**config.mk**
```make
export PLATFORM = sky130hd
export DESIGN_NAME = pedal_to_torque_command
export DESIGN_NICKNAME = d
export VERILOG_FILES = /design/src/hw/rtl/ptc_pkg.sv /design/src/hw/rtl/ptc_div.sv /design/src/hw/rtl/ptc_dp.sv /design/src/hw/rtl/ptc_ctrl.sv /design/src/hw/rtl/pedal_to_torque_command.sv
export SDC_FILE = /design/constraint.sdc
export NUM_CORES = 1
export LEC_CHECK = 0
export BUFFER_PORTS_ARGS = -buffer_cell sky130_fd_sc_hd__clkbuf_2
export CELL_PAD_IN_SITES_DETAIL_PLACEMENT = 1
export CELL_PAD_IN_SITES_GLOBAL_PLACEMENT = 1
export CORE_MARGIN = 1.5
export CORE_UTILIZATION = 40
export DETAILED_ROUTE_END_ITERATION = 10
export PLACE_DENSITY_LB_ADDON = 0.1
export SYNTH_ARGS = -nofsm -noshare
export SYNTH_HDL_FRONTEND = slang
export SYNTH_SLANG_ARGS = --single-unit
```
**constraint.sdc**
```tcl
create_clock -name clk -period 7.59 [get_ports clk]
set_input_delay 0.759 -clock clk [delete_from_list [all_inputs] [get_ports clk]]
set_output_delay 0.759 -clock clk [all_outputs]
set_load 0.01 [all_outputs]
```
**src/hw/rtl/ptc_pkg.sv**
```systemverilog
package ptc_pkg;

	localparam int unsigned ID_W   = 11;
	localparam int unsigned BYTE_W = 8;
	localparam int unsigned PCT_W  = 7;
	localparam int unsigned NUM_W  = 16;
	localparam int unsigned CNT_W  = 3;
	localparam int unsigned CIDX_W = 3;

	localparam logic [BYTE_W-1:0] PCT_SCALE         = 8'd100;
	localparam logic [BYTE_W-1:0] TORQUE_FULL_SCALE = 8'd100;

	localparam logic [ID_W-1:0] ID_BUTTON = 11'd0;
	localparam logic [ID_W-1:0] ID_THR1   = 11'd1;
	localparam logic [ID_W-1:0] ID_THR2   = 11'd2;
	localparam logic [ID_W-1:0] ID_BRAKE  = 11'd3;

	localparam logic [CIDX_W-1:0] REG_THR1_LOW  = 3'd0;
	localparam logic [CIDX_W-1:0] REG_THR1_HIGH = 3'd1;
	localparam logic [CIDX_W-1:0] REG_THR2_LOW  = 3'd2;
	localparam logic [CIDX_W-1:0] REG_THR2_HIGH = 3'd3;
	localparam logic [CIDX_W-1:0] REG_BRAKE_LIM = 3'd4;
	localparam logic [CIDX_W-1:0] REG_TQ_FLOOR  = 3'd5;

	localparam logic [1:0] CMD_DISABLE = 2'd0;
	localparam logic [1:0] CMD_ENABLE  = 2'd1;
	localparam logic [1:0] CMD_TORQUE  = 2'd2;

	typedef struct packed {
		logic              frame_valid;
		logic [ID_W-1:0]   frame_id;
		logic [BYTE_W-1:0] data_byte;
	} ptc_in_t;

	typedef struct packed {
		logic [1:0]        command_state;
		logic [BYTE_W-1:0] torque_low;
		logic [BYTE_W-1:0] torque_high;
		logic              inverter_enable;
	} ptc_out_t;

	typedef enum logic [1:0] {
		OP_A,
		OP_B,
		OP_T
	} div_op_t;

	typedef enum logic [2:0] {
		ST_IDLE,
		ST_CHECK,
		ST_START,
		ST_WAIT,
		ST_EMIT
	} ctrl_state_t;

	typedef struct packed {
		logic    take;
		logic    div_start;
		div_op_t div_op;
		logic    cap;
		logic    emit;
	} ptc_cmd_t;

	typedef struct packed {
		logic both_fresh;
		logic div_done;
		logic out_free;
	} ptc_stat_t;

endpackage

```
**src/hw/rtl/ptc_div.sv**
```systemverilog
module ptc_div (
	input  logic                      clk,
	input  logic                      arst_n,
	input  logic                      start,
	input  logic [ptc_pkg::NUM_W-1:0]  dividend,
	input  logic [ptc_pkg::BYTE_W-1:0] divisor,
	output logic                      done,
	output logic [ptc_pkg::NUM_W-1:0]  quotient
);
	import ptc_pkg::*;

	logic              busy_q;
	logic              done_q;
	logic [CNT_W-1:0]  cnt_q;
	logic [BYTE_W-1:0] rem_q;
	logic [BYTE_W-1:0] den_q;
	logic [NUM_W-1:0]  quo_q;

	logic [BYTE_W:0]   r1, r2;
	logic              ge1, ge2;
	logic [BYTE_W-1:0] n1, n2;
	logic [NUM_W-1:0]  q1, q2;

	// two restoring steps per cycle
	always_comb begin
		r1  = {rem_q, quo_q[NUM_W-1]};
		ge1 = r1 >= {1'b0, den_q};
		n1  = ge1 ? BYTE_W'(r1 - {1'b0, den_q}) : r1[BYTE_W-1:0];
		q1  = {quo_q[NUM_W-2:0], ge1};
		r2  = {n1, q1[NUM_W-1]};
		ge2 = r2 >= {1'b0, den_q};
		n2  = ge2 ? BYTE_W'(r2 - {1'b0, den_q}) : r2[BYTE_W-1:0];
		q2  = {q1[NUM_W-2:0], ge2};
	end

	always_ff @(posedge clk or negedge arst_n) begin
		if (!arst_n) begin
			busy_q <= 1'b0;
			done_q <= 1'b0;
			cnt_q  <= '0;
		end else begin
			done_q <= 1'b0;
			if (start) begin
				busy_q <= 1'b1;
				cnt_q  <= '0;
			end else if (busy_q) begin
				cnt_q <= cnt_q + 1'b1;
				if (cnt_q == {CNT_W{1'b1}}) begin
					busy_q <= 1'b0;
					done_q <= 1'b1;
				end
			end
		end
	end

	always_ff @(posedge clk) begin
		if (start) begin
			rem_q <= '0;
			den_q <= divisor;
			quo_q <= dividend;
		end else if (busy_q) begin
			rem_q <= n2;
			quo_q <= q2;
		end
	end

	assign done     = done_q;
	assign quotient = quo_q;

endmodule

```
**src/hw/rtl/ptc_dp.sv**
```systemverilog
module ptc_dp (
	input  logic                       clk,
	input  logic                       arst_n,
	input  logic                       cfg_valid,
	input  logic [ptc_pkg::CIDX_W-1:0] cfg_index,
	input  logic [ptc_pkg::BYTE_W-1:0] cfg_data,
	input  logic                       in_valid,
	input  ptc_pkg::ptc_in_t           in_data,
	input  logic                       out_ready,
	output logic                       out_valid,
	output ptc_pkg::ptc_out_t          out_data,
	input  ptc_pkg::ptc_cmd_t          cmd,
	output ptc_pkg::ptc_stat_t         stat
);
	import ptc_pkg::*;

	// avg * 100 / TORQUE_FULL_SCALE by reciprocal multiply, exact for products below 2^14
	localparam int unsigned TQ_SHIFT  = 22;
	localparam int unsigned TQ_MUL_W  = 31;
	localparam int unsigned TQ_PROD_W = BYTE_W + TQ_MUL_W;
	localparam logic [TQ_MUL_W-1:0] TQ_MUL = TQ_MUL_W'(((2 ** TQ_SHIFT + TORQUE_FULL_SCALE - 1)
		/ TORQUE_FULL_SCALE) * PCT_SCALE);

	logic [BYTE_W-1:0] thr1_low_q, thr1_high_q, thr2_low_q, thr2_high_q, brake_lim_q;
	logic [PCT_W-1:0]  floor_q;

	logic [BYTE_W-1:0] thr1_q, thr2_q, brake_q;
	logic              fresh1_q, fresh2_q, button_q;
	logic [PCT_W-1:0]  torque_q, pct_a_q, pct_b_q;

	logic              out_valid_q;
	ptc_out_t          out_q;

	logic [BYTE_W-1:0]    sel_v, sel_lo, sel_hi, vc, diff;
	logic [BYTE_W-1:0]    avg_sum;
	logic [PCT_W-1:0]     avg;
	logic [BYTE_W-1:0]    avg_c;
	logic [TQ_PROD_W-1:0] tq_prod;
	logic [PCT_W-1:0]     tq_new;
	logic [NUM_W-1:0]     num;
	logic                 empty_rng;
	logic                 div_done;
	logic [NUM_W-1:0]     quot;
	logic [PCT_W-1:0]     pct;
	ptc_out_t             res;

	always_ff @(posedge clk or negedge arst_n) begin
		if (!arst_n) begin
			thr1_low_q  <= 8'd0;
			thr1_high_q <= 8'd160;
			thr2_low_q  <= 8'd0;
			thr2_high_q <= 8'd70;
			brake_lim_q <= 8'd100;
			floor_q     <= 7'd10;
		end else if (cfg_valid) begin
			case (cfg_index)
				REG_THR1_LOW:  thr1_low_q  <= cfg_data;
				REG_THR1_HIGH: thr1_high_q <= cfg_data;
				REG_THR2_LOW:  thr2_low_q  <= cfg_data;
				REG_THR2_HIGH: thr2_high_q <= cfg_data;
				REG_BRAKE_LIM: brake_lim_q <= cfg_data;
				REG_TQ_FLOOR:  floor_q     <= cfg_data[PCT_W-1:0];
				default: ;
			endcase
		end
	end

	// torque average and scaling, and operand select, clamp and scale for the selected division
	always_comb begin
		avg_sum = {1'b0, pct_a_q} + {1'b0, pct_b_q};
		avg     = avg_sum[BYTE_W-1:1];
		avg_c   = ({1'b0, avg} > TORQUE_FULL_SCALE) ? TORQUE_FULL_SCALE : {1'b0, avg};
		tq_prod = TQ_PROD_W'(avg_c) * TQ_PROD_W'(TQ_MUL);
		tq_new  = tq_prod[TQ_SHIFT +: PCT_W];
		case (cmd.div_op)
			OP_A: begin
				sel_v  = thr1_q;
				sel_lo = thr1_low_q;
				sel_hi = thr1_high_q;
			end
			OP_B: begin
				sel_v  = thr2_q;
				sel_lo = thr2_low_q;
				sel_hi = thr2_high_q;
			end
			default: begin
				sel_v  = '0;
				sel_lo = '0;
				sel_hi = '0;
			end
		endcase
		empty_rng = sel_hi <= sel_lo;
		if (sel_v < sel_lo)
			vc = sel_lo;
		else if (sel_v > sel_hi)
			vc = sel_hi;
		else
			vc = sel_v;
		diff = vc - sel_lo;
		num  = NUM_W'(diff) * NUM_W'(PCT_SCALE);
		pct  = empty_rng ? '0 : quot[PCT_W-1:0];
	end

	ptc_div u_div (
		.clk      (clk),
		.arst_n   (arst_n),
		.start    (cmd.div_start),
		.dividend (num),
		.divisor  (BYTE_W'(sel_hi - sel_lo)),
		.done     (div_done),
		.quotient (quot)
	);

	always_ff @(posedge clk or negedge arst_n) begin
		if (!arst_n) begin
			thr1_q   <= '0;
			thr2_q   <= '0;
			brake_q  <= '0;
			fresh1_q <= 1'b0;
			fresh2_q <= 1'b0;
			button_q <= 1'b0;
			torque_q <= '0;
		end else begin
			if (cmd.take && in_valid && in_data.frame_valid) begin
				case (in_data.frame_id)
					ID_BUTTON: button_q <= in_data.data_byte != '0;
					ID_THR1: begin
						thr1_q   <= in_data.data_byte;
						fresh1_q <= 1'b1;
					end
					ID_THR2: begin
						thr2_q   <= in_data.data_byte;
						fresh2_q <= 1'b1;
					end
					ID_BRAKE: brake_q <= in_data.data_byte;
					default: ;
				endcase
			end
			if (cmd.cap && cmd.div_op == OP_T) begin
				torque_q <= tq_new;
				fresh1_q <= 1'b0;
				fresh2_q <= 1'b0;
			end
		end
	end

	always_ff @(posedge clk) begin
		if (cmd.cap && cmd.div_op == OP_A)
			pct_a_q <= pct;
		if (cmd.cap && cmd.div_op == OP_B)
			pct_b_q <= pct;
	end

	always_comb begin
		if (brake_q >= brake_lim_q)
			res.command_state = CMD_DISABLE;
		else if (button_q)
			res.command_state = CMD_TORQUE;
		else if (torque_q <= floor_q)
			res.command_state = CMD_ENABLE;
		else
			res.command_state = CMD_DISABLE;
		res.torque_low      = (res.command_state == CMD_TORQUE) ? {1'b0, torque_q} : '0;
		res.torque_high     = '0;
		res.inverter_enable = res.command_state != CMD_DISABLE;
	end

	always_ff @(posedge clk or negedge arst_n) begin
		if (!arst_n)
			out_valid_q <= 1'b0;
		else if (cmd.emit)
			out_valid_q <= 1'b1;
		else if (out_ready)
			out_valid_q <= 1'b0;
	end

	always_ff @(posedge clk) begin
		if (cmd.emit)
			out_q <= res;
	end

	assign out_valid       = out_valid_q;
	assign out_data        = out_q;
	assign stat.both_fresh = fresh1_q && fresh2_q;
	assign stat.div_done   = div_done;
	assign stat.out_free   = !out_valid_q || out_ready;

endmodule

```
**src/hw/rtl/ptc_ctrl.sv**
```systemverilog
module ptc_ctrl (
	input  logic               clk,
	input  logic               arst_n,
	input  logic               in_valid,
	input  ptc_pkg::ptc_stat_t stat,
	output ptc_pkg::ptc_cmd_t  cmd
);
	import ptc_pkg::*;

	ctrl_state_t state_q, state_d;
	div_op_t     op_q, op_d;

	always_ff @(posedge clk or negedge arst_n) begin
		if (!arst_n) begin
			state_q <= ST_IDLE;
			op_q    <= OP_A;
		end else begin
			state_q <= state_d;
			op_q    <= op_d;
		end
	end

	always_comb begin
		state_d       = state_q;
		op_d          = op_q;
		cmd.take      = 1'b0;
		cmd.div_start = 1'b0;
		cmd.div_op    = op_q;
		cmd.cap       = 1'b0;
		cmd.emit      = 1'b0;
		case (state_q)
			ST_IDLE: begin
				cmd.take = 1'b1;
				if (in_valid)
					state_d = ST_CHECK;
			end
			ST_CHECK: begin
				if (stat.both_fresh) begin
					op_d    = OP_A;
					state_d = ST_START;
				end else begin
					state_d = ST_EMIT;
				end
			end
			ST_START: begin
				// torque scaling needs no divider pass
				if (op_q == OP_T) begin
					cmd.cap = 1'b1;
					state_d = ST_EMIT;
				end else begin
					cmd.div_start = 1'b1;
					state_d       = ST_WAIT;
				end
			end
			ST_WAIT: begin
				if (stat.div_done) begin
					cmd.cap = 1'b1;
					case (op_q)
						OP_A: begin
							op_d    = OP_B;
							state_d = ST_START;
						end
						OP_B: begin
							op_d    = OP_T;
							state_d = ST_START;
						end
						default: state_d = ST_EMIT;
					endcase
				end
			end
			ST_EMIT: begin
				if (stat.out_free) begin
					cmd.emit = 1'b1;
					state_d  = ST_IDLE;
				end
			end
			default: state_d = ST_IDLE;
		endcase
	end

endmodule

```
**src/hw/rtl/pedal_to_torque_command.sv**
```systemverilog
// channel   direction  handshake              payload
// cfg       in         cfg_valid / cfg_ready  cfg_index[2:0], cfg_data[7:0]
// in        in         in_valid / in_ready    ptc_in_t  (frame_valid, frame_id, data_byte)
// out       out        out_valid / out_ready  ptc_out_t (command_state, torque bytes, enable)
//
// A poll that completes no throttle pair passes ST_IDLE, ST_CHECK and ST_EMIT; the result is registered.
// A poll that completes both throttles runs two divisions on one 2-bit-per-cycle divider
// (start, busy and done phases each) and one torque scaling step in ST_START before ST_EMIT.
// Reset loads the register defaults and clears all readings and fresh marks.
// The output register holds one result; a new poll is taken while it waits.
// cfg_ready is always high.
module pedal_to_torque_command (
	input  logic                       clk,
	input  logic                       arst_n,
	input  logic                       cfg_valid,
	output logic                       cfg_ready,
	input  logic [ptc_pkg::CIDX_W-1:0] cfg_index,
	input  logic [ptc_pkg::BYTE_W-1:0] cfg_data,
	input  logic                       in_valid,
	output logic                       in_ready,
	input  ptc_pkg::ptc_in_t           in_data,
	output logic                       out_valid,
	input  logic                       out_ready,
	output ptc_pkg::ptc_out_t          out_data
);
	import ptc_pkg::*;

	ptc_cmd_t  cmd;
	ptc_stat_t stat;

	assign cfg_ready = 1'b1;
	assign in_ready  = cmd.take;

	ptc_ctrl u_ctrl (
		.clk      (clk),
		.arst_n   (arst_n),
		.in_valid (in_valid),
		.stat     (stat),
		.cmd      (cmd)
	);

	ptc_dp u_dp (
		.clk       (clk),
		.arst_n    (arst_n),
		.cfg_valid (cfg_valid),
		.cfg_index (cfg_index),
		.cfg_data  (cfg_data),
		.in_valid  (in_valid),
		.in_data   (in_data),
		.out_ready (out_ready),
		.out_valid (out_valid),
		.out_data  (out_data),
		.cmd       (cmd),
		.stat      (stat)
	);

	a_accept_leaves_idle: assert property (@(posedge clk) disable iff (!arst_n)
		in_valid && in_ready |=> !in_ready)
		else $error("input taken twice in a row");

	a_emit_slot_free: assert property (@(posedge clk) disable iff (!arst_n)
		cmd.emit |-> (!out_valid || out_ready))
		else $error("result written over a pending one");

	a_out_drains: assert property (@(posedge clk) disable iff (!arst_n)
		out_valid && out_ready && !cmd.emit |=> !out_valid)
		else $error("result repeated after transfer");

	a_div_not_instant: assert property (@(posedge clk) disable iff (!arst_n)
		cmd.div_start |=> !stat.div_done)
		else $error("divider done right after start");

endmodule
```
# After elaboration in Yosys (flattened, before gate mapping)
# Cells that the tools add are included.
[word_totals] register_bits=149 latch_bits=0 mem_bits_rw=0 romBits=0 input_bits=36 output_inout_bits=22 elab_cells=150 memories=0
[op_classes] add_sub_neg=6 multipliers=2 n_div=0 magnitude_cmp=8 eq_ne=21 shift=0 n_mux=49 bitwise=0 n_reduce_logical=35
[op_table] operator="case mux 8 bit (2 select lines)" count=3
[op_table] operator="2-to-1 mux 8 bit" count=4
[op_table] operator="subtractor 8 bit" count=4
[op_table] operator="2-to-1 mux 15 bit" count=2
[op_table] operator="multiplier 8 x 18 -> 24 bit, second input constant" count=1
[op_table] operator="2-to-1 mux 3 bit" count=8
[op_table] operator="AND reduction 2 bit" count=12
[op_table] operator="== test 11 x 2 -> 1 bit, second input constant" count=2
[op_table] operator="2-to-1 mux 1 bit" count=22
[op_table] operator="greater-or-equal comparator 9 x 8 -> 1 bit" count=2
[op_table] operator="case mux 3 bit (5 select lines)" count=1
[op_table] operator="2-to-1 mux 7 bit" count=2
[op_table] operator="nonzero test 2 bit" count=7
[op_table] operator="multiplier 8 x 5 -> 13 bit, second input constant" count=1
[op_table] operator="== test 3 x 2 -> 1 bit, second input constant" count=4
[op_table] operator="== test 3 bit, second input constant" count=4
[op_table] operator="== test 11 x 1 -> 1 bit, second input constant" count=1
[op_table] operator="zero test 11 bit" count=1
[op_table] operator="adder 7 x 7 -> 8 bit" count=1
[op_table] operator="greater-or-equal comparator 8 bit" count=1
[op_table] operator="greater-than comparator 8 bit" count=1
[op_table] operator="less-or-equal comparator 8 bit" count=1
[op_table] operator="< comparator 8 bit" count=1
[op_table] operator="2-to-1 mux 2 bit" count=4
[op_table] operator="other kinds (20)" count=31

# Longest topological paths before layout
# Gate-level depths: netlist (run 1).
[logic_depth] depth_word=8 ltp_mapped=31 ltp_nobuf=29

# Cells and area by module
# From an unflattened synthesis (run 1), not the netlist that was laid out.
[hier_totals] cells_unflattened=895 hier_area_um2=9614.2
[modules_own_cells] module="ptc_dp" n_inst=1 cells_per_inst=633 area_each_um2=6857.8 seq_area_each_um2=2785.2
[modules_own_cells] module="ptc_div" n_inst=1 cells_per_inst=217 area_each_um2=2356.0 seq_area_each_um2=1006.0
[modules_own_cells] module="ptc_ctrl" n_inst=1 cells_per_inst=43 area_each_um2=389.1 seq_area_each_um2=125.1
[modules_own_cells] module="pedal_to_torque_command" n_inst=1 cells_per_inst=2 area_each_um2=11.3 seq_area_each_um2=0.0

# Worst setup path before layout (run 1)
# Ideal clock, no wire load.
[synth_path] kind="reg-to-reg" start="reg u_ctrl.op_q[0]" end="reg u_dp.u_div.quo_q[13] (netlist: u_dp.u_div.quotient[13]) (data pin)" setup_ps=265 t_arrival_ps=6098 t_required_ps=7325 slack_ps=1227 path_stages_with_launch=31 path_buffers=2 period_less_slack_ps=6363 cell_sequence="dfrtp_1 -> buf_2 -> buf_2 -> mux2i_1 -> nor2_1 -> inv_1 -> ha_1 -> nor2b_1 -> o211ai_1 -> a21oi_1 -> o22ai_1 -> mux2_2 -> nor2_1 -> a21oi_1 -> ha_1 -> fa_1 -> nor2b_1 -> o21ai_0 -> nand2b_1 -> xor2_1 -> ha_1 -> ha_1 -> inv_1 -> fa_1 -> inv_1 -> ha_1 -> nor2b_1 -> o21a_1 -> o22ai_1 -> nor4b_1 -> or3_1"
[synth_via] elab_chain_len=8 word_cells_on_any_way=15 classes_between="1 x add/sub; 1 x mul; 2 x order compare; 2 x eq/ne; 8 x mux; 1 x reduce/logical"
[synth_lines] item="start: declaration" line_no="ptc_ctrl.sv:11" rtl="div_op_t op_q, op_d;"
[synth_lines] item="start signal: assignment" line_no="ptc_ctrl.sv:19" rtl="op_q <= op_d;"
[synth_lines] item="== test 2 x 1 -> 1 bit / zero test 2 bit (equally long branches)" line_no="ptc_dp.sv:75" rtl="case (cmd.div_op)"
[synth_lines] item="case mux 8 bit (2 select lines)" line_no="ptc_dp.sv:75"
[synth_lines] item="greater-than comparator 8 bit" line_no="ptc_dp.sv:95" rtl="else if (sel_v > sel_hi)"
[synth_lines] item="2-to-1 mux 8 bit" line_no="ptc_dp.sv:95"
[synth_lines] item="2-to-1 mux 8 bit" line_no="ptc_dp.sv:93" rtl="if (sel_v < sel_lo)"
[synth_lines] item="subtractor 8 bit" line_no="ptc_dp.sv:99" rtl="diff = vc - sel_lo;"
[synth_lines] item="multiplier 8 x 5 -> 13 bit" line_no="ptc_dp.sv:100" rtl="num = NUM_W'(diff) * NUM_W'(PCT_SCALE);"
[synth_lines] item="2-to-1 mux 15 bit *" line_no="ptc_div.sv:57" rtl="if (start) begin"
[synth_lines] item="end signal: assignment" line_no="ptc_div.sv:60" rtl="quo_q <= dividend;"
[synth_lines] item="end signal: assignment" line_no="ptc_div.sv:63" rtl="quo_q <= q2;"
[synth_lines] item="end: declaration" line_no="ptc_div.sv:17" rtl="logic [NUM_W-1:0] quo_q;"
# Every way passes the cells marked *; elsewhere a longest branch is shown, timed or not.
# A chain may end at the register's enable or synchronous reset.

# Worst setup path in the final report (run 1)
# Ends and elaborated chain as after synthesis.

==> results.cfg, run 1 <==
[outcome]
status = finished, final reports clean

[timing]
fin_tns_setup_ns = 0
finalSetupViolCount = 0
clock_skew_ns = 0.0133
hold_viol = 0
rsz0062_at_grt = false
tightest_slew_ns = 1.03
finalMaxSlewViolations = 0
fmax_mhz = 155
slew_headroom = 0.313
min_period_over_period = 0.851
fin_crit_ns = 6.46

[synth]
avgSynthCellArea_sq_um = 10.7
yosys.area.top_type = dfrtp_1
synth_most_common_cell = ha_1
synth_seq_area_share = 0.415
netlist_area_sq_um = 9370
synth.top_cell.area_share = 0.219
syn_inst = 877
yosys_most_used_dff = dfrtp_1
ys_ff_latch = 148
synthDistinctLibCells = 69
ys_warn_count = 0
yosys-top-cells-count = ha_1, dfrtp_1, mux2_2
async_reset_ff_frac = 0.622
synth_edf_count = 45
synthTopCellsByArea = dfrtp_1, edfxtp_1, ha_1

[run]
cap_violations = 0

[global_routing]
grt_usage = 0.201
grt_overflow_total = 0
antenna_found_initial = 0
grt_first_pass_wirelength_microns = 37700
grt_max_degree = 63
grt_pass1_vias = 7201

[cts]
cts_resized = 0
clock_latency_ns = 0.43
post_cts_buffers = 0
path_clk_slew_ns = 0.07
cts-htree-levels = 4
cts_hold_buf = 0
clockRootBuffer = clkbuf_16
cts_tree = yes
clock-sinks = 148
cts_buffer_depth = 2
cts_buffers = 17

[setup_path]
criticalPathCategory = reg -> reg
cp_slowest_cell = fa_1
cp-startpoint = u_ctrl.op_q[0]
cpMostUsedCell = ha_1
crit_path_max_incr_delay_ns = 0.53
worstPathMaxFanout = 30
r2r_start = u_ctrl.op_q[0]
arrival_ns = 6.63
critical_path_required_ns = 7.76
worstSetupStartpointType = flop
crit_path_end_kind = flop

[routing]
post_drt_wl_per_cell_microns = 18.3
vias = 6623
ant_nets = 0
drt-initial-drc-count = 338
wirelength_microns = 22900
via_per_inst = 5.29
drt_first_pass_iters = 4
drcViolationCount = 0

[layout]
stdcell_area_sq_um = 10500
n_fill_cell = 2486
num_antenna_cells = 0
drive_gt1_frac = 0.209
fin_nets = 1068
syn_to_final_growth_pct = 12.3

[place]
gp_congestion = 0.889
postPlaceCellArea_sq_um = 9910
hpwl_microns = 18000
port_buffers = 47

[pwr]
power_leakage_uw = 0.00494
p_total_uw = 3510
ir_drop_uv = 231
p_per_area_nw_per_um2 = 334

[floorplan]
die_x_microns = 156
initial_core_util = 0.411
die_h_microns = 156
num_rows = 55
dieArea_sq_um = 24300
core_area_sq_um = 22800
ios = 58

[min_path]
hp-class = in -> async
## final cells by class
class	count	area, sq um	share of cell area
Clock buffer	18	439	0.0418
Clock inverter	14	165	0.0157
Timing Repair Buffer	57	325	0.0309
Inverter	70	263	0.0250
Multi-Input combinational cell	633	5050	0.480
Tap cell	313	392	0.0372
Sequential cell	148	3890	0.369
## critical path, delay by kind of cell (launching register included)
| kind | cells | cell delay (ns) |
|---|---|---|
| and+or+nand+nor | 8 | 1.28 |
| adders and majority gates | 7 | 2.40 |
| buffers and inverters | 4 | 0.41 |
| xor gates and xnor gates | 1 | 0.29 |
| DFF | 1 | 0.40 |
| AOI/OAI and AO/OA | 7 | 0.90 |
| muxes | 2 | 0.49 |
## stage by stage
| step | setup WS [ns] | std cells | hold WS (ns) | util |
|---|---|---|---|---|
| after CTS | 1.10 | 1253 | 0.263 | 0.462 |
| final | 1.13 | 1253 | 0.255 | 0.462 |
| after floorplan | 1.23 | 885 | 0.448 | - |
| after global routing | 0.569 | 1253 | 0.269 | 0.462 |
| after detailed placement | 1.15 | 1221 | 0.483 | 0.435 |
| after global placement | 1.33 | 1221 | 0.475 | 0.435 |
## report_power, final
group,total (uW),internal (uW),switching [uW]
sequential,955,918,37.4
combinational,1690,748,938
clock,869,503,366
total,3510,2170,1340
## registers in the layout (all words and copies together) (netlist names), 2 cells and up
signal	cells
u_dp.brake_q	8
u_ctrl.op_q	2
u_dp.thr1_high_q	8
u_dp.floor_q	7
u_dp.torque_q	7
u_dp.u_div.den_q	8
u_dp.pct_a_q	7
u_dp.u_div.cnt_q	3
u_dp.u_div.rem_q	8
u_ctrl.state_q	3
u_dp.pct_b_q	7
u_dp.thr2_q	8
u_dp.out_data	10
u_dp.thr1_low_q	8
u_dp.thr2_high_q	8
u_dp.u_div.quotient	16
u_dp.thr2_low_q	8
u_dp.brake_lim_q	8
u_dp.thr1_q	8
## cell families after synthesis
group	Yosys count	synth area share
AND/OR/NAND/NOR	207	0.112
AO/OA/AOI/OAI	167	0.116
adder cells (fa/ha/maj)	105	0.147
flip-flops	148	0.415
buffers and inverters	104	0.0494
multiplexers	112	0.130
XOR/XNOR	32	0.0299
other	2	0.000802
## placed cells by master (no fill, tap or decap), drive strengths merged, types with 5 or more instances in the layout
cell type / synthesis / routed
a211oi: 16 / 16
a21o: 21 / 21
a21oi: 44 / 44
a31oi: 7 / 7
and3: 10 / 10
buf: 19 / 11
clkbuf: 15 / 64
clkinv: 1 / 5
conb: 2 / 10
dfrtp: 82 / 82
dfstp: 10 / 10
dfxtp: 11 / 11
edfxtp: 45 / 45
fa: 8 / 8
ha: 97 / 97
inv: 69 / 76
mux2: 78 / 78
mux2i: 34 / 34
nand2: 48 / 48
nand2b: 9 / 9
nand3: 22 / 22
nand4: 11 / 11
nor2: 56 / 56
nor2b: 12 / 12
nor3: 7 / 7
nor3b: 6 / 6
nor4: 8 / 8
o21a: 8 / 8
o21ai: 46 / 46
o31ai: 6 / 6
xnor2: 17 / 17
xor2: 15 / 15
## path summary, 6_finish.rpt
path / endpoint / slack (ns) / cells after the start
max: u_dp.u_div.quotient[13] / 1.13 / 29
min: u_dp.brake_q[1] / 0.26 / 1
max reg2reg: u_dp.u_div.quotient[13] / 1.13 / 29
min reg2reg: u_dp.u_div.rem_q[3] / 0.50 / 2
max in group asynchronous: u_ctrl.op_q[1] / 6.19 / 2
min in group clk: u_dp.u_div.rem_q[3] / 0.50 / 2
## metal layers
layer / track usage / vias up / share of wire / routed length, microns
met1: 0.259 / 3305 / 0.47 / 10700
met3: 0.0272 / 20 / 0.023 / 522
li1: - / 3230 / - / -
met2: 0.353 / 68 / 0.50 / 11400
met4: 0.0544 / 0 / 0.011 / 261
met5: 0 / - / 0 / 0
No activity file was read; power rests on OpenSTA's default activity.
==> inputs of run 2 (changes only) <==
--- a/config.mk
+++ b/config.mk
@@ -10,6 +10,7 @@
 export CELL_PAD_IN_SITES_GLOBAL_PLACEMENT = 1
 export CORE_MARGIN = 1.5
 export CORE_UTILIZATION = 40
+export CTS_BUF_LIST = sky130_fd_sc_hd__clkbuf_2 sky130_fd_sc_hd__clkbuf_4 sky130_fd_sc_hd__clkbuf_8
 export DETAILED_ROUTE_END_ITERATION = 10
 export PLACE_DENSITY_LB_ADDON = 0.1
 export SYNTH_ARGS = -nofsm -noshare
==> run 2 against run 1 <==
Sequential power hardly changed; die area stayed put; clock power is 26% lower; register-to-register slack hardly changed; sequential share of layout area is 0.68 points higher; via count is 0.42% lower; hold slack worse by 0.040 ns; power is 6.5% lower; utilization is 0.84 points lower; critical path type unchanged; largest power group unchanged.
==> results.cfg, run 2 (synthesis results as in run 1) <==
[layout]
drive_gt1_frac = 0.209
final_common_cell = ha_1
utilization = 0.453
num_antenna_cells = 0
fin_nets = 1068
stdcell_area_sq_um = 10300
final_cell_mix = ha_1, dfrtp_1, mux2_2, inv_1, nor2_1
largest_register_ffs = 16
n_fill_cell = 2504
syn_to_final_growth_pct = 10.2

[setup_path]
critical_path_required_ns = 7.79
r2r-end = u_dp.u_div.quotient[13]
cpMostUsedCell = ha_1
crit_path_max_incr_delay_ns = 0.53
cp-startpoint = u_ctrl.op_q[0]
arrival_ns = 6.66
timing.reg2reg.setup_slack_ns = 1.13
endpoint = u_dp.u_div.quotient[13]
cp_slowest_cell = fa_1
r2r_start = u_ctrl.op_q[0]
reg2regPathDepth = 29
worstPathMaxFanout = 30
criticalPathCategory = reg -> reg
worstSetupStartpointType = flop
crit_path_end_kind = flop

[timing]
fin_crit_ns = 6.46
finalSetupViolCount = 0
fin_ws_ns = 1.13
clock_skew_ns = 0.0187
hold_viol = 0
finalMaxSlewViolations = 0
fmax_mhz = 155
fin_tns_setup_ns = 0
tightest_slew_ns = 1.03
slew_headroom = 0.315
rsz0062_at_grt = false
min_period_over_period = 0.851

[routing]
drcViolationCount = 0
post_drt_wl_per_cell_microns = 18.2
vias = 6595
drt_first_pass_iters = 4
via_per_inst = 5.26
ant_nets = 0
wirelength_microns = 22800
drt-initial-drc-count = 304

[min_path]
hp-class = in -> async

[outcome]
status = finished, final reports clean

[global_routing]
grt_first_pass_wirelength_microns = 37500
grt_overflow_total = 0
grt_usage = 0.200
antenna_found_initial = 0
grt_pass1_vias = 7192
grt_max_degree = 63

[pwr]
internal-power_uw = 1980
seqPwrFrac = 0.291
switching_power_uw = 1310
power_switching_share = 0.398
p_per_area_nw_per_um2 = 318
power_leakage_uw = 0.00486
pwr-share-comb = 0.512
p_clk_frac = 0.197
ir_drop_uv = 230

[cts]
cts_hold_buf = 0
clock_latency_ns = 0.46
clockRootBuffer = clkbuf_8
cts_buffer_depth = 2
cts_buffers = 17
cts_resized = 0
path_clk_slew_ns = 0.10
cts_tree = yes
post_cts_buffers = 0
cts-htree-levels = 4
clock-sinks = 148

[floorplan]
die_x_microns = 156
dieArea_sq_um = 24300
initial_core_util = 0.411
ios = 58
core_area_sq_um = 22800
num_rows = 55
die_h_microns = 156

[place]
postPlaceCellArea_sq_um = 9910
dp_worst_setup_slack_ns = 1.15
port_buffers = 47
gp_congestion = 0.889
hpwl_microns = 18000

[run]
cap_violations = 0
## run 2: per-layer routing
layer / routed length, microns / vias up / track usage / share of wire
li1: - / 3215 / - / -
met1: 10600 / 3281 / 0.256 / 0.47
met2: 11300 / 79 / 0.352 / 0.50
met3: 615 / 20 / 0.0294 / 0.027
met4: 246 / 0 / 0.0522 / 0.011
met5: 0 / - / 0 / 0
## run 2: metrics by stage
stage	total power (uW)	hold slack (ns)	instances
final	3280	0.215	1253
after floorplan	2230	0.448	885
after global placement	2620	0.475	1221
after detailed placement	2670	0.483	1221
after CTS	3340	0.211	1253
after global routing	3610	0.211	1253
## run 2: worst min-delay path by stage
stage                        startpoint                   to  slack (ns)
floorplan           u_dp.u_div.rem_q[2]  u_dp.u_div.rem_q[2]        0.45
global placement          u_dp.fresh2_q        u_dp.fresh2_q        0.48
detailed placement        u_dp.fresh1_q        u_dp.fresh1_q        0.48
CTS                              arst_n      u_dp.brake_q[1]        0.21
global route                     arst_n      u_dp.brake_q[1]        0.21
finish                           arst_n      u_dp.brake_q[1]        0.22
## run 2: final cells by class
type,instances,area (sq um),share of cell area
timing repair buffer,57,325,0.0315
clock buffer,18,248,0.0240
multi-input combinational,633,5050,0.489
inverter,70,263,0.0254
sequential,148,3890,0.376
clock inverter,14,165,0.0160
tap,313,392,0.0379
## run 2: power by group through the flow
stage               logic (uW)  clock network (uW)  registers (uW)
floorplan                 1270                   0             959
global placement          1650                   0             966
detailed placement        1690                   0             971
CTS                       1720                 667             955
global route              1940                 702             964
finish                    1680                 647             954
## run 2: worst max-delay path, delay by kind of cell (launching register included)
kind,cells,cell delay (ns)
adders and majority gates,7,2.41
buffers and inverters,4,0.41
and+or+nand+nor,8,1.28
muxes,2,0.49
DFF,1,0.41
AOI/OAI and AO/OA,7,0.90
xor gates and xnor gates,1,0.30
==> inputs of run 3 (changes only) <==
--- a/config.mk
+++ b/config.mk
@@ -5,6 +5,7 @@
 export SDC_FILE = /design/constraint.sdc
 export NUM_CORES = 1
 export LEC_CHECK = 0
+export ABC_AREA = 1
 export BUFFER_PORTS_ARGS = -buffer_cell sky130_fd_sc_hd__clkbuf_2
 export CELL_PAD_IN_SITES_DETAIL_PLACEMENT = 1
 export CELL_PAD_IN_SITES_GLOBAL_PLACEMENT = 1
@@ -12,7 +13,7 @@
 export CORE_UTILIZATION = 40
 export CTS_BUF_LIST = sky130_fd_sc_hd__clkbuf_2 sky130_fd_sc_hd__clkbuf_4 sky130_fd_sc_hd__clkbuf_8
 export DETAILED_ROUTE_END_ITERATION = 10
-export PLACE_DENSITY_LB_ADDON = 0.1
+export PLACE_DENSITY_LB_ADDON = 0.3
 export SYNTH_ARGS = -nofsm -noshare
 export SYNTH_HDL_FRONTEND = slang
 export SYNTH_SLANG_ARGS = --single-unit
==> run 3 against run 2 <==
Non-clock buffer count down 9; clock-buffer cell count down 1; die area up 2.9%; critical path depth up 3; sequential cell count unchanged; synthesized area up 2.9%; via count up 21%; cell area up 2.2%; synthesized cell count up 36%; hold slack better by 0.090 ns.
==> results.cfg, run 3 <==
[synth]
netlist_area_sq_um = 9640
avgSynthCellArea_sq_um = 8.06
synth.top_cell.area_share = 0.213
synthTopCellsByArea = dfrtp_1, edfxtp_1, ha_1
syn_inst = 1197
yosys_most_used_dff = dfrtp_1
ys_ff_latch = 148
async_reset_ff_frac = 0.622
synthDistinctLibCells = 54
yosys.area.top_type = dfrtp_1
synth_seq_area_share = 0.403
synth_edf_count = 45
ys_warn_count = 0
yosys-top-cells-count = nand2_1, inv_1, o21ai_0
synth_most_common_cell = nand2_1

[floorplan]
core_area_sq_um = 23500
initial_core_util = 0.410
die_x_microns = 158
die_h_microns = 158
ios = 58
num_rows = 56
dieArea_sq_um = 25000

[timing]
fmax_mhz = 146
tightest_slew_ns = 0.871
min_period_over_period = 0.904
fin_crit_ns = 6.86
clock_skew_ns = 0.0231
finalMaxSlewViolations = 0
finalSetupViolCount = 0
hold_viol = 0
rsz0062_at_grt = false
slew_headroom = 0.417
fin_tns_setup_ns = 0

[routing]
vias = 7948
drt-initial-drc-count = 461
via_per_inst = 5.06
ant_nets = 0
post_drt_wl_per_cell_microns = 16.0
wirelength_microns = 25200
drcViolationCount = 0
drt_first_pass_iters = 5

[cts]
cts_buffers = 17
clock_latency_ns = 0.46
cts-htree-levels = 4
clock-sinks = 148
cts_buffer_depth = 2
post_cts_buffers = 0
clockRootBuffer = clkbuf_8
cts_tree = yes
path_clk_slew_ns = 0.10

[layout]
largest_register_ffs = 16
fin_nets = 1381
syn_to_final_growth_pct = 9.45
final_cell_mix = nand2_1, inv_1, o21ai_0, ha_1, dfrtp_1
final_common_cell = nand2_1
n_fill_cell = 2959
drive_gt1_frac = 0.0966
num_antenna_cells = 0

[global_routing]
antenna_found_initial = 0
grt_first_pass_wirelength_microns = 41800
grt_pass1_vias = 8309
grt_overflow_total = 0
grt_max_degree = 50
grt_usage = 0.214

[setup_path]
crit_path_end_kind = flop
reg2regPathDepth = 32
worstSetupStartpointType = flop
cp-startpoint = u_ctrl.op_q[0]
timing.reg2reg.setup_slack_ns = 0.73
criticalPathCategory = reg -> reg
critical_path_required_ns = 7.80
arrival_ns = 7.07
crit_path_max_incr_delay_ns = 0.61
r2r-end = u_dp.u_div.quotient[13]
cp_slowest_cell = dfrtp_1
worstPathMaxFanout = 16
r2r_start = u_ctrl.op_q[0]

[place]
port_buffers = 47
hpwl_microns = 19900
gp_congestion = 0.870

[outcome]
status = finished, final reports clean

[min_path]
hp-class = in -> async

[run]
cap_violations = 0
==> run 3: cell types whose count changed after synthesis, sizes merged, moves of 21 or more <==
cell and change:
a21o -21, inv +115, mux2 -78, mux2i -34, nand2 +270, nand3 +43, o21ai +77
==> run 3: metrics by stage <==
stage | hold slack [ns] | instances | setup slack, ns | area [sq um] | util
floorplan | 0.422 | 1205 | 1.80 | 9670 | -
global placement | 0.463 | 1540 | 0.944 | 10100 | 0.430
detailed placement | 0.472 | 1540 | 0.578 | 10100 | 0.430
CTS | 0.312 | 1572 | 0.572 | 10500 | 0.448
global route | 0.325 | 1572 | 0.0385 | 10600 | 0.448
finish | 0.305 | 1572 | 0.730 | 10600 | 0.448
==> run 3: logic make-up after synthesis <==
logic type	after synthesis	synth area share
DFF	148	0.403
buffers and inverters	216	0.0912
adders and majority gates	105	0.142
xor gates and xnor gates	22	0.0200
and+or+nand+nor	492	0.221
AOI/OAI and AO/OA	212	0.121
other	2	0.000779
==> run 3: repair_timing <==
| action | 4_1_cts | 5_1_grt |
|---|---|---|
| hold buffers | 0 | 0 |
| endpoints found under the setup margin | 0 | 2 |
| resized for setup | 0 | 2 |
==> run 3: how the worst max path moves through the flow <==
stage / to / slack (ns)
after floorplan: u_dp.u_div.quotient[13] / 1.80
after global placement: u_dp.u_div.quotient[13] / 0.94
after detailed placement: u_dp.u_div.quotient[13] / 0.58
after CTS: u_dp.u_div.quotient[13] / 0.57
after global routing: u_dp.u_div.quotient[13] / 0.04
final: u_dp.u_div.quotient[13] / 0.73
==> run 3: cell type report <==
class / count / area [sq um] / share of cell area
multi-input cells: 841 / 4920 / 0.466
flip-flops and latches: 148 / 3890 / 0.368
well taps: 319 / 399 / 0.0378
clock inverters: 15 / 181 / 0.0172
inverters: 184 / 691 / 0.0654
repair buffers: 48 / 245 / 0.0232
clock buffers: 17 / 234 / 0.0222
==> run 3: critical path, delay by kind of cell (launching register included) <==
family                     cells  cell delay, ns
adders and majority gates      7            2.14
AOI/OAI and AO/OA              9            1.78
and+or+nand+nor                9            1.11
buffers and inverters          6            0.70
DFF                            1            0.61
xor gates and xnor gates       1            0.28
==> run 3: per-layer routing <==
metal / up-vias / part of all wire / global-route usage
met5: - / 0 / 0
li1: 4000 / - / -
met1: 3846 / 0.47 / 0.273
met3: 22 / 0.024 / 0.0332
met2: 80 / 0.50 / 0.379
met4: 0 / 0.012 / 0.0494
Power of run 3 is left out: the tool's default activity adds up to more than one toggle a clock period on the data nets, which glitch-free logic cannot reach.
